`src/hw/rtl/rtaf_pkg.sv`:
```
// Shared types, constants and the digit-to-ASCII mapping for the radix formatter.
`default_nettype none

package rtaf_pkg;

    localparam int RADIX_W = 6;
    localparam int CHAR_W  = 7;

    localparam logic [RADIX_W-1:0] RADIX_MIN = 6'd2;
    localparam logic [RADIX_W-1:0] RADIX_MAX = 6'd36;
    localparam logic [RADIX_W-1:0] DEC_BASE  = 6'd10;

    localparam logic [CHAR_W-1:0] CHAR_ZERO  = 7'd48;  // '0'
    localparam logic [CHAR_W-1:0] CHAR_SEVEN = 7'd55;  // '7', so 10 maps to 'A'
    localparam logic [CHAR_W-1:0] CHAR_NINE  = 7'd57;  // '9'
    localparam logic [CHAR_W-1:0] CHAR_A     = 7'd65;  // 'A'
    localparam logic [CHAR_W-1:0] CHAR_Z     = 7'd90;  // 'Z'

    // Controller to datapath commands
    typedef struct packed {
        logic load;   // capture input beat
        logic mul;    // multiply by radix reciprocal
        logic step;   // store remainder, keep quotient
        logic emit;   // load output register with next character
    } rtaf_cmd_t;

    // Datapath to controller status
    typedef struct packed {
        logic q_zero;     // current quotient is zero
        logic last_idx;   // emit index at least significant character
        logic out_free;   // output register can take a character
    } rtaf_sts_t;

    function automatic logic [CHAR_W-1:0] digit_to_char(input logic [RADIX_W-1:0] d);
        logic [CHAR_W-1:0] c;
        if (d < DEC_BASE)
            c = CHAR_ZERO + CHAR_W'(d);
        else
            c = CHAR_SEVEN + CHAR_W'(d);
        return c;
    endfunction

endpackage

`default_nettype wire

```
`src/hw/rtl/rtaf_in_if.sv`:
```
// Input channel: number, radix and pad flag with valid/ready.
`default_nettype none

interface rtaf_in_if #(
    parameter int VALUE_BITS = 16
);
    logic                  valid;
    logic                  ready;
    logic [VALUE_BITS-1:0] value;
    logic [5:0]            radix;
    logic                  pad_four;

    modport source (output valid, output value, output radix, output pad_four, input ready);
    modport sink   (input valid, input value, input radix, input pad_four, output ready);
endinterface

`default_nettype wire

```
`src/hw/rtl/rtaf_out_if.sv`:
```
// Output channel: one ASCII character per beat with a last marker.
`default_nettype none

interface rtaf_out_if;
    logic       valid;
    logic       ready;
    logic [6:0] digit_char;
    logic       last;

    modport source (output valid, output digit_char, output last, input ready);
    modport sink   (input valid, input digit_char, input last, output ready);
endinterface

`default_nettype wire

```
`src/hw/rtl/rtaf_ctrl.sv`:
```
// Sequencing state machine for the radix formatter.
`default_nettype none

module rtaf_ctrl
    import rtaf_pkg::*;
(
    input  wire logic      clk,
    input  wire logic      rst_n,
    input  wire logic      in_valid,
    output logic           in_ready,
    output rtaf_cmd_t      cmd,
    input  wire rtaf_sts_t sts
);

    localparam logic [1:0] ST_IDLE = 2'd0;
    localparam logic [1:0] ST_MUL  = 2'd1;
    localparam logic [1:0] ST_REM  = 2'd2;
    localparam logic [1:0] ST_EMIT = 2'd3;

    logic [1:0] state_reg;
    logic [1:0] state_next;

    always_comb
    begin
        state_next = state_reg;
        cmd        = '0;
        in_ready   = 1'b0;
        case (state_reg)
            ST_IDLE:
            begin
                in_ready = 1'b1;
                if (in_valid)
                begin
                    cmd.load   = 1'b1;
                    state_next = ST_MUL;
                end
            end
            ST_MUL:
            begin
                cmd.mul    = 1'b1;
                state_next = ST_REM;
            end
            ST_REM:
            begin
                cmd.step   = 1'b1;
                state_next = sts.q_zero ? ST_EMIT : ST_MUL;
            end
            ST_EMIT:
            begin
                if (sts.out_free)
                begin
                    cmd.emit = 1'b1;
                    if (sts.last_idx)
                        state_next = ST_IDLE;
                end
            end
            default:
            begin
                state_next = ST_IDLE;
            end
        endcase
    end

    always_ff @(posedge clk or negedge rst_n)
    begin
        if (!rst_n)
            state_reg <= ST_IDLE;
        else
            state_reg <= state_next;
    end

endmodule

`default_nettype wire

```
`src/hw/rtl/rtaf_dp.sv`:
```
// Datapath: reciprocal divide, digit buffer and output register.
`default_nettype none

module rtaf_dp
    import rtaf_pkg::*;
#(
    parameter int VALUE_BITS = 16,
    parameter int PAD_DIGITS = 4
)(
    input  wire logic       clk,
    input  wire logic       rst_n,
    rtaf_in_if.sink         in_ch,
    rtaf_out_if.source      out_ch,
    input  wire rtaf_cmd_t  cmd,
    output rtaf_sts_t       sts
);

    localparam int MAX_DIGITS   = (VALUE_BITS > PAD_DIGITS) ? VALUE_BITS : PAD_DIGITS;
    localparam int CNT_W        = $clog2(MAX_DIGITS + 1);
    localparam int IDX_W        = $clog2(MAX_DIGITS);
    // Shift of VALUE_BITS + 6 keeps the ceiling reciprocal exact for radix <= 36.
    localparam int RECIP_SHIFT  = VALUE_BITS + RADIX_W;
    localparam int RECIP_W      = RECIP_SHIFT;
    localparam int PROD_W       = VALUE_BITS + RECIP_W;
    localparam int RADIX_CODES  = 1 << RADIX_W;

    logic [RECIP_W-1:0] recip_tab [RADIX_CODES];

    // Reciprocal table; out-of-range codes hold the clamped radix's entry.
    for (genvar g = 0; g < RADIX_CODES; g++)
    begin : g_recip
        localparam longint unsigned DEN = (g < RADIX_MIN) ? RADIX_MIN :
                                          ((g > RADIX_MAX) ? RADIX_MAX : g);
        localparam longint unsigned RC  = ((64'd1 << RECIP_SHIFT) + DEN - 1) / DEN;
        assign recip_tab[g] = RECIP_W'(RC);
    end

    logic [VALUE_BITS-1:0]         n_reg;
    logic [RADIX_W-1:0]            radix_reg;
    logic                          pad_reg;
    logic [PROD_W-1:0]             prod_reg;
    logic [CNT_W-1:0]              cnt_reg;
    logic [CNT_W-1:0]              idx_reg;
    logic [RADIX_W-1:0]            digit_reg [MAX_DIGITS];
    logic [CHAR_W-1:0]             char_reg;
    logic                          last_reg;
    logic                          valid_reg;

    logic [RADIX_W-1:0]            radix_clamped;
    logic [VALUE_BITS-1:0]         quot;
    logic [VALUE_BITS+RADIX_W-1:0] qd;
    logic [RADIX_W-1:0]            rem;
    logic [CNT_W-1:0]              cnt_inc;
    logic [CNT_W-1:0]              total;
    logic [CHAR_W-1:0]             emit_char;

    always_comb
    begin
        if (in_ch.radix < RADIX_MIN)
            radix_clamped = RADIX_MIN;
        else if (in_ch.radix > RADIX_MAX)
            radix_clamped = RADIX_MAX;
        else
            radix_clamped = in_ch.radix;
    end

    assign quot    = VALUE_BITS'(prod_reg >> RECIP_SHIFT);
    assign qd      = (VALUE_BITS+RADIX_W)'(quot) * (VALUE_BITS+RADIX_W)'(radix_reg);
    // remainder is below 36, low bits of the difference are exact
    assign rem     = n_reg[RADIX_W-1:0] - qd[RADIX_W-1:0];
    assign cnt_inc = cnt_reg + CNT_W'(1);
    assign total   = (pad_reg && (cnt_inc < CNT_W'(PAD_DIGITS))) ? CNT_W'(PAD_DIGITS) : cnt_inc;

    // positions above the digit count are leading pad zeros
    assign emit_char = (idx_reg < cnt_reg) ? digit_to_char(digit_reg[idx_reg[IDX_W-1:0]])
                                           : CHAR_ZERO;

    assign sts.q_zero   = (quot == '0);
    assign sts.last_idx = (idx_reg == '0);
    assign sts.out_free = !valid_reg || out_ch.ready;

    assign out_ch.valid      = valid_reg;
    assign out_ch.digit_char = char_reg;
    assign out_ch.last       = last_reg;

    always_ff @(posedge clk or negedge rst_n)
    begin
        if (!rst_n)
            valid_reg <= 1'b0;
        else if (cmd.emit)
            valid_reg <= 1'b1;
        else if (out_ch.ready)
            valid_reg <= 1'b0;
    end

    always_ff @(posedge clk)
    begin
        if (cmd.load)
        begin
            n_reg     <= in_ch.value;
            radix_reg <= radix_clamped;
            pad_reg   <= in_ch.pad_four;
            cnt_reg   <= '0;
        end
        if (cmd.mul)
            prod_reg <= PROD_W'(n_reg) * PROD_W'(recip_tab[radix_reg]);
        if (cmd.step)
        begin
            digit_reg[cnt_reg[IDX_W-1:0]] <= rem;
            cnt_reg <= cnt_inc;
            n_reg   <= quot;
            idx_reg <= total - CNT_W'(1);
        end
        if (cmd.emit)
        begin
            char_reg <= emit_char;
            last_reg <= sts.last_idx;
            idx_reg  <= idx_reg - CNT_W'(1);
        end
    end

endmodule

`default_nettype wire

```
`src/hw/rtl/radix_to_ascii_formatter_core.sv`:
```
// Top level of the radix-to-ASCII formatter: controller, datapath and checks.
//
// Usage:
//   in_ch carries one number per beat: value, radix (2..36; 0..1 act as 2,
//   37..63 act as 36) and pad_four. out_ch returns the number's ASCII digits,
//   most significant first, one character per beat; last marks the final one.
//   With pad_four set, leading '0' beats bring the count to PAD_DIGITS.
// Timing:
//   After a beat is accepted, each digit takes a multiply by the radix
//   reciprocal (ST_MUL), then the quotient/remainder fix-up (ST_REM). The
//   shared reciprocal multiplier sets the digit rate. Then one character per
//   cycle moves into the output register while the sink keeps ready high.
//   One number is in work at a time; in_ch.ready rises again as soon as the
//   last character sits in the output register, so the next number's digits
//   are computed while that character waits for the sink.
// Reset and stalls:
//   rst_n clears the controller and the output valid; no clearing pass.
//   A stalled sink holds the output register and pauses character emission.
`default_nettype none

module radix_to_ascii_formatter_core
    import rtaf_pkg::*;
#(
    parameter int VALUE_BITS = 16,
    parameter int PAD_DIGITS = 4
)(
    input  wire logic  clk,
    input  wire logic  rst_n,
    rtaf_in_if.sink    in_ch,
    rtaf_out_if.source out_ch
);

    rtaf_cmd_t cmd;
    rtaf_sts_t sts;
    logic      in_ready;

    assign in_ch.ready = in_ready;

    rtaf_ctrl u_ctrl (
        .clk      (clk),
        .rst_n    (rst_n),
        .in_valid (in_ch.valid),
        .in_ready (in_ready),
        .cmd      (cmd),
        .sts      (sts)
    );

    rtaf_dp #(
        .VALUE_BITS (VALUE_BITS),
        .PAD_DIGITS (PAD_DIGITS)
    ) u_dp (
        .clk    (clk),
        .rst_n  (rst_n),
        .in_ch  (in_ch),
        .out_ch (out_ch),
        .cmd    (cmd),
        .sts    (sts)
    );

    // Only one command per cycle from the sequencer
    a_cmd_onehot: assert property (@(posedge clk) disable iff (!rst_n)
        $onehot0({cmd.load, cmd.mul, cmd.step, cmd.emit}))
        else $error("rtaf: overlapping commands");

    // Once a number is taken, no new one until its characters are produced
    a_one_item: assert property (@(posedge clk) disable iff (!rst_n)
        in_ch.valid && in_ch.ready |=> !in_ch.ready)
        else $error("rtaf: input accepted while busy");

    // Characters stay within '0'..'9' and 'A'..'Z'
    a_char_range: assert property (@(posedge clk) disable iff (!rst_n)
        out_ch.valid |->
            (out_ch.digit_char >= CHAR_ZERO && out_ch.digit_char <= CHAR_NINE) ||
            (out_ch.digit_char >= CHAR_A && out_ch.digit_char <= CHAR_Z))
        else $error("rtaf: character out of range");

endmodule

`default_nettype wire

```
`src/flat_wrapper.sv`:
```
// flat-port wrapper written by rule: the top's interface ports become plain ports
module radix_to_ascii_formatter_core_flat import rtaf_pkg::*;
#(
    parameter int VALUE_BITS = 16,
    parameter int PAD_DIGITS = 4
)
  (clk, rst_n, in_ch_valid, in_ch_value, in_ch_radix, in_ch_pad_four, in_ch_ready, out_ch_valid, out_ch_digit_char, out_ch_last, out_ch_ready);
  rtaf_in_if #(.VALUE_BITS(VALUE_BITS)) in_ch_i ();
  rtaf_out_if out_ch_i ();
  input  wire logic clk;
  input  wire logic rst_n;
  input wire logic [$bits(in_ch_i.valid)-1:0] in_ch_valid;
  input wire logic [$bits(in_ch_i.value)-1:0] in_ch_value;
  input wire logic [$bits(in_ch_i.radix)-1:0] in_ch_radix;
  input wire logic [$bits(in_ch_i.pad_four)-1:0] in_ch_pad_four;
  output wire logic [$bits(in_ch_i.ready)-1:0] in_ch_ready;
  output wire logic [$bits(out_ch_i.valid)-1:0] out_ch_valid;
  output wire logic [$bits(out_ch_i.digit_char)-1:0] out_ch_digit_char;
  output wire logic [$bits(out_ch_i.last)-1:0] out_ch_last;
  input wire logic [$bits(out_ch_i.ready)-1:0] out_ch_ready;
  assign in_ch_i.valid = in_ch_valid;
  assign in_ch_i.value = in_ch_value;
  assign in_ch_i.radix = in_ch_radix;
  assign in_ch_i.pad_four = in_ch_pad_four;
  assign in_ch_ready = in_ch_i.ready;
  assign out_ch_valid = out_ch_i.valid;
  assign out_ch_digit_char = out_ch_i.digit_char;
  assign out_ch_last = out_ch_i.last;
  assign out_ch_i.ready = out_ch_ready;
  radix_to_ascii_formatter_core #(.VALUE_BITS(VALUE_BITS), .PAD_DIGITS(PAD_DIGITS)) u_core (.clk(clk), .rst_n(rst_n), .in_ch(in_ch_i), .out_ch(out_ch_i));
endmodule
```
`config.mk`:
```
export PLATFORM = sky130hd
export DESIGN_NAME = radix_to_ascii_formatter_core_flat
export DESIGN_NICKNAME = d
export VERILOG_FILES = /design/src/hw/rtl/rtaf_pkg.sv /design/src/hw/rtl/rtaf_in_if.sv /design/src/hw/rtl/rtaf_out_if.sv /design/src/hw/rtl/rtaf_ctrl.sv /design/src/hw/rtl/rtaf_dp.sv /design/src/hw/rtl/radix_to_ascii_formatter_core.sv /design/src/flat_wrapper.sv
export SDC_FILE = /design/constraint.sdc
export NUM_CORES = 1
export LEC_CHECK = 0
export BUFFER_PORTS_ARGS = -buffer_cell sky130_fd_sc_hd__buf_2
export CAP_MARGIN = 25
export CORE_AREA = 5 5 204 206
export CTS_BUF_LIST = sky130_fd_sc_hd__clkbuf_8
export CTS_CLUSTER_SIZE = 40
export DETAILED_ROUTE_END_ITERATION = 16
export DIE_AREA = 0 0 209 211
export GPL_TIMING_DRIVEN = 0
export PLACE_DENSITY = 0.65
export SETUP_SLACK_MARGIN = 0.1
export SLEW_MARGIN = 40
export SYNTH_ARGS = -nofsm -noshare
export SYNTH_HDL_FRONTEND = slang
export SYNTH_SLANG_ARGS = --single-unit
```
`constraint.sdc`:
```
create_clock -name clk -period 9.8 [get_ports clk]
set_clock_uncertainty 0.15 [all_clocks]
set_input_delay 2.94 -clock clk [delete_from_list [all_inputs] [get_ports clk]]
set_output_delay 2.94 -clock clk [all_outputs]
set_load 0.03 [all_outputs]
```
==> flow_summary.toml <==
[synthesis]
ys.flop_type = "edfxtp_1"
synth-seq-area-share_pct = 24.38
ys_seq_elements = 160
synth_compound_area_share_pct = 7.238
synth_edf_count = 153
synth_fa_ha_area_share_pct = 38.25
synthSimpleGateAreaFrac_pct = 15.46
synth_mux_area_share_pct = 3.982
syn_inst = 1960
yosys_warnings = 0
syn_nets = 2412
syn_avg_cell_area_sq_um = 9.939
postSynth.asyncResetShare_pct = 1.875
synthXorXnorAreaFrac_pct = 2.113
ys_types = 71
synth_top_family_by_area = "adder cells"
syn-cell-area_sq_mm = 0.01948

[cells_and_area]
regArea_sq_mm = 0.004750
fin_nets = 2473
drive_gt1_share_pct = 8.014
antenna_cells = 0
multi_input_comb_area_sq_mm = 0.01324
largest_register_ffs = 96
area_delta_synth_final_pct = 7.791
n_fill_cell = 3551

[timing]
tightestPinTransition_ns = 0.8670
period_minus_slack_ns = 9.137
max-slew-margin-rel_pct = 41.81
rsz0062_at_grt = "no"
holdWs_ns = 0.4074
setup_violations = 0
period_share_pct = 93.24
final-hold-violation-count = 0
max_freq_ghz = 0.1094
drv_slew = 0

[critical_path]
critPathArrivalTime_ns = 9.21
worst_path_most_repeated_cell = "fa_1"
cp_max_fo = 19
start_kind = "register"
worstSetupPathType = "reg2reg"
critical_path_required_ns = 9.87
crit_path_end_kind = "register"
cpPeakStageDelay_ns = 0.56
slowest_stage = "fa_1"

[clock_network]
root_buffer = "clkbuf_8"
cts_buffers = 17
cts_tree = "done"
clk_pin_slew_ns = 0.10
cts_sinks = 160
htreeDepth = 4
cts_buffer_depth = 2
clkLatencyLatePin_ns = 0.47

[floorplan]
row_count = 73
die_width_um = 209
start_util_pct = 49.37
core_area_sq_mm = 0.03946
die-area_sq_mm = 0.04410
ios = 37
fp.dieH_um = 211

[flow_run]
maxCapViolations = 0

[outcome]
status = "finished, final reports clean"

[placed_design]
place_congestion = 0.9692
port-buffer-count = 36
dp_hpwl_um = 42060

[detailed_routing]
routed_wl_um = 52510
drc = 0
vias = 14350
ant_nets = 0
wl_per_cell_um = 20.52
first_pass_iters = 8
via_per_inst = 5.608
drtIter0Drc = 1243

[grt]
grt_max_degree = 19
grt_util_met1_pct = 34.10
use_met2_pct = 39.03
overflow = 0
grt_util_all_layers_pct = 24.20
busiest_layer = "met2"
antenna_found_initial = 3
grt_pass1_vias = 14860
grt_pass1_wl_um = 82640
grt_util_met3_pct = 3.966

[hold_path]
hp-class = "reg2reg"
[what timing repair did]
action	in CTS	in global routing
buffers inserted	0	5
resized for setup	4	21
hold buffers	0	0
pin swaps	0	3
setup endpoints to repair	8	12
[cell families after synthesis]
| group | count (synthesis) |
|---|---|
| simple gates | 642 |
| buf+inv | 435 |
| fa+ha+maj | 426 |
| compound gates | 214 |
| flops | 160 |
| xor+xnor | 47 |
| mux | 36 |
[metrics by stage]
stage / setup TNS (ns) / util [%] / area [sq um] / std cells / setup slack, ns
CTS: 0 / 53.01 / 20920 / 2557 / 0.1396
global route: 0 / 53.22 / 21000 / 2559 / 0.1694
finish: 0 / 53.22 / 21000 / 2559 / 0.6629
detailed placement: -0.3705 / 51.99 / 20510 / 2525 / -0.1977
global placement: -4.001 / 51.49 / 20320 / 2521 / -0.5331
floorplan: 0 / - / 19480 / 1960 / 1.756
[layer usage]
layer,wire [um],vias up
met1,22560,7278
met5,0,-
li1,-,6405
met3,3904,95
met2,24730,572
met4,1327,0
[synthesized netlist by cell type, types with 4 or more instances]
library cell / n / area (sq um)
fa_1: 283 / 5665
dfxtp_1: 4 / 80.08
a31oi_1: 10 / 62.56
a211oi_1: 12 / 90.09
xnor2_1: 35 / 306.5
ha_1: 142 / 1777
a21o_1: 19 / 142.6
o31ai_1: 7 / 52.55
o21ai_0: 43 / 215.2
nand2_1: 333 / 1250
or2_2: 5 / 31.28
clkbuf_1: 79 / 296.5
nor4_1: 12 / 75.07
o211ai_1: 7 / 52.55
o21bai_1: 12 / 90.09
nor3_1: 13 / 65.06
a311oi_1: 4 / 35.03
and3_1: 6 / 37.54
mux4_2: 20 / 450.4
buf_2: 11 / 55.05
o21a_1: 5 / 37.54
edfxtp_1: 153 / 4594
nand4_1: 11 / 68.82
a221oi_1: 7 / 61.31
inv_1: 336 / 1261
and2_1: 152 / 950.9
nand3_1: 13 / 65.06
nand2b_1: 15 / 93.84
nor2b_1: 10 / 62.56
mux4_1: 10 / 262.8
a41oi_1: 4 / 35.03
xor2_1: 12 / 105.1
nor2_1: 61 / 229.0
mux2i_1: 4 / 40.04
a21oi_1: 56 / 280.3
[placed cells by master, fill, tap and decap left out, drive strengths merged, types with 13 or more instances in the layout]
cell type | synthesis | layout
nor2 | 62 | 62
a21oi | 58 | 58
buf | 16 | 61
mux4 | 30 | 30
ha | 142 | 142
nor3 | 13 | 13
xnor2 | 35 | 35
nand2b | 15 | 15
clkbuf | 79 | 93
edfxtp | 153 | 153
fa | 283 | 283
nand3 | 13 | 13
inv | 337 | 344
nand2 | 334 | 334
and2 | 152 | 152
a21o | 19 | 19
o21ai | 45 | 45
[layout make-up]
| class | instances | share of cell area [%] |
|---|---|---|
| multi-input cells | 1365 | 63.03 |
| plain buffers | 92 | 1.889 |
| well taps | 525 | 3.128 |
| clock inverters | 15 | 0.7925 |
| inverters | 340 | 6.078 |
| flip-flops and latches | 160 | 22.62 |
| clock buffers | 17 | 1.114 |
| repair buffers | 45 | 1.353 |
[worst paths after layout]
path / startpoint / end / slack [ns] / cells after the start
min in group asynchronous: rst_n / u_core.u_ctrl.state_reg[0] / 2.10 / 1
max reg2reg: u_core.u_dp.radix_reg[1] / u_core.u_dp.prod_reg[35] / 0.66 / 29
max: u_core.u_dp.radix_reg[1] / u_core.u_dp.prod_reg[35] / 0.66 / 29
max in group asynchronous: rst_n / u_core.u_ctrl.state_reg[1] / 7.29 / 1
min reg2reg: u_core.u_dp.prod_reg[34] / u_core.u_dp.n_reg[12] / 0.41 / 2
min: u_core.u_dp.prod_reg[34] / u_core.u_dp.n_reg[12] / 0.41 / 2
[worst max-delay path: cells and delay by family, from the launching register on]
kind	cells	cell delay, ns
AOI/OAI and AO/OA	5	1.20
xor gates and xnor gates	1	0.10
adders and majority gates	8	3.56
buffers and inverters	8	1.66
DFF	1	0.43
and+or+nand+nor	7	1.79
Power is left out: the tool's default activity adds up to more than one toggle a clock period on the data nets, which glitch-free logic cannot reach.
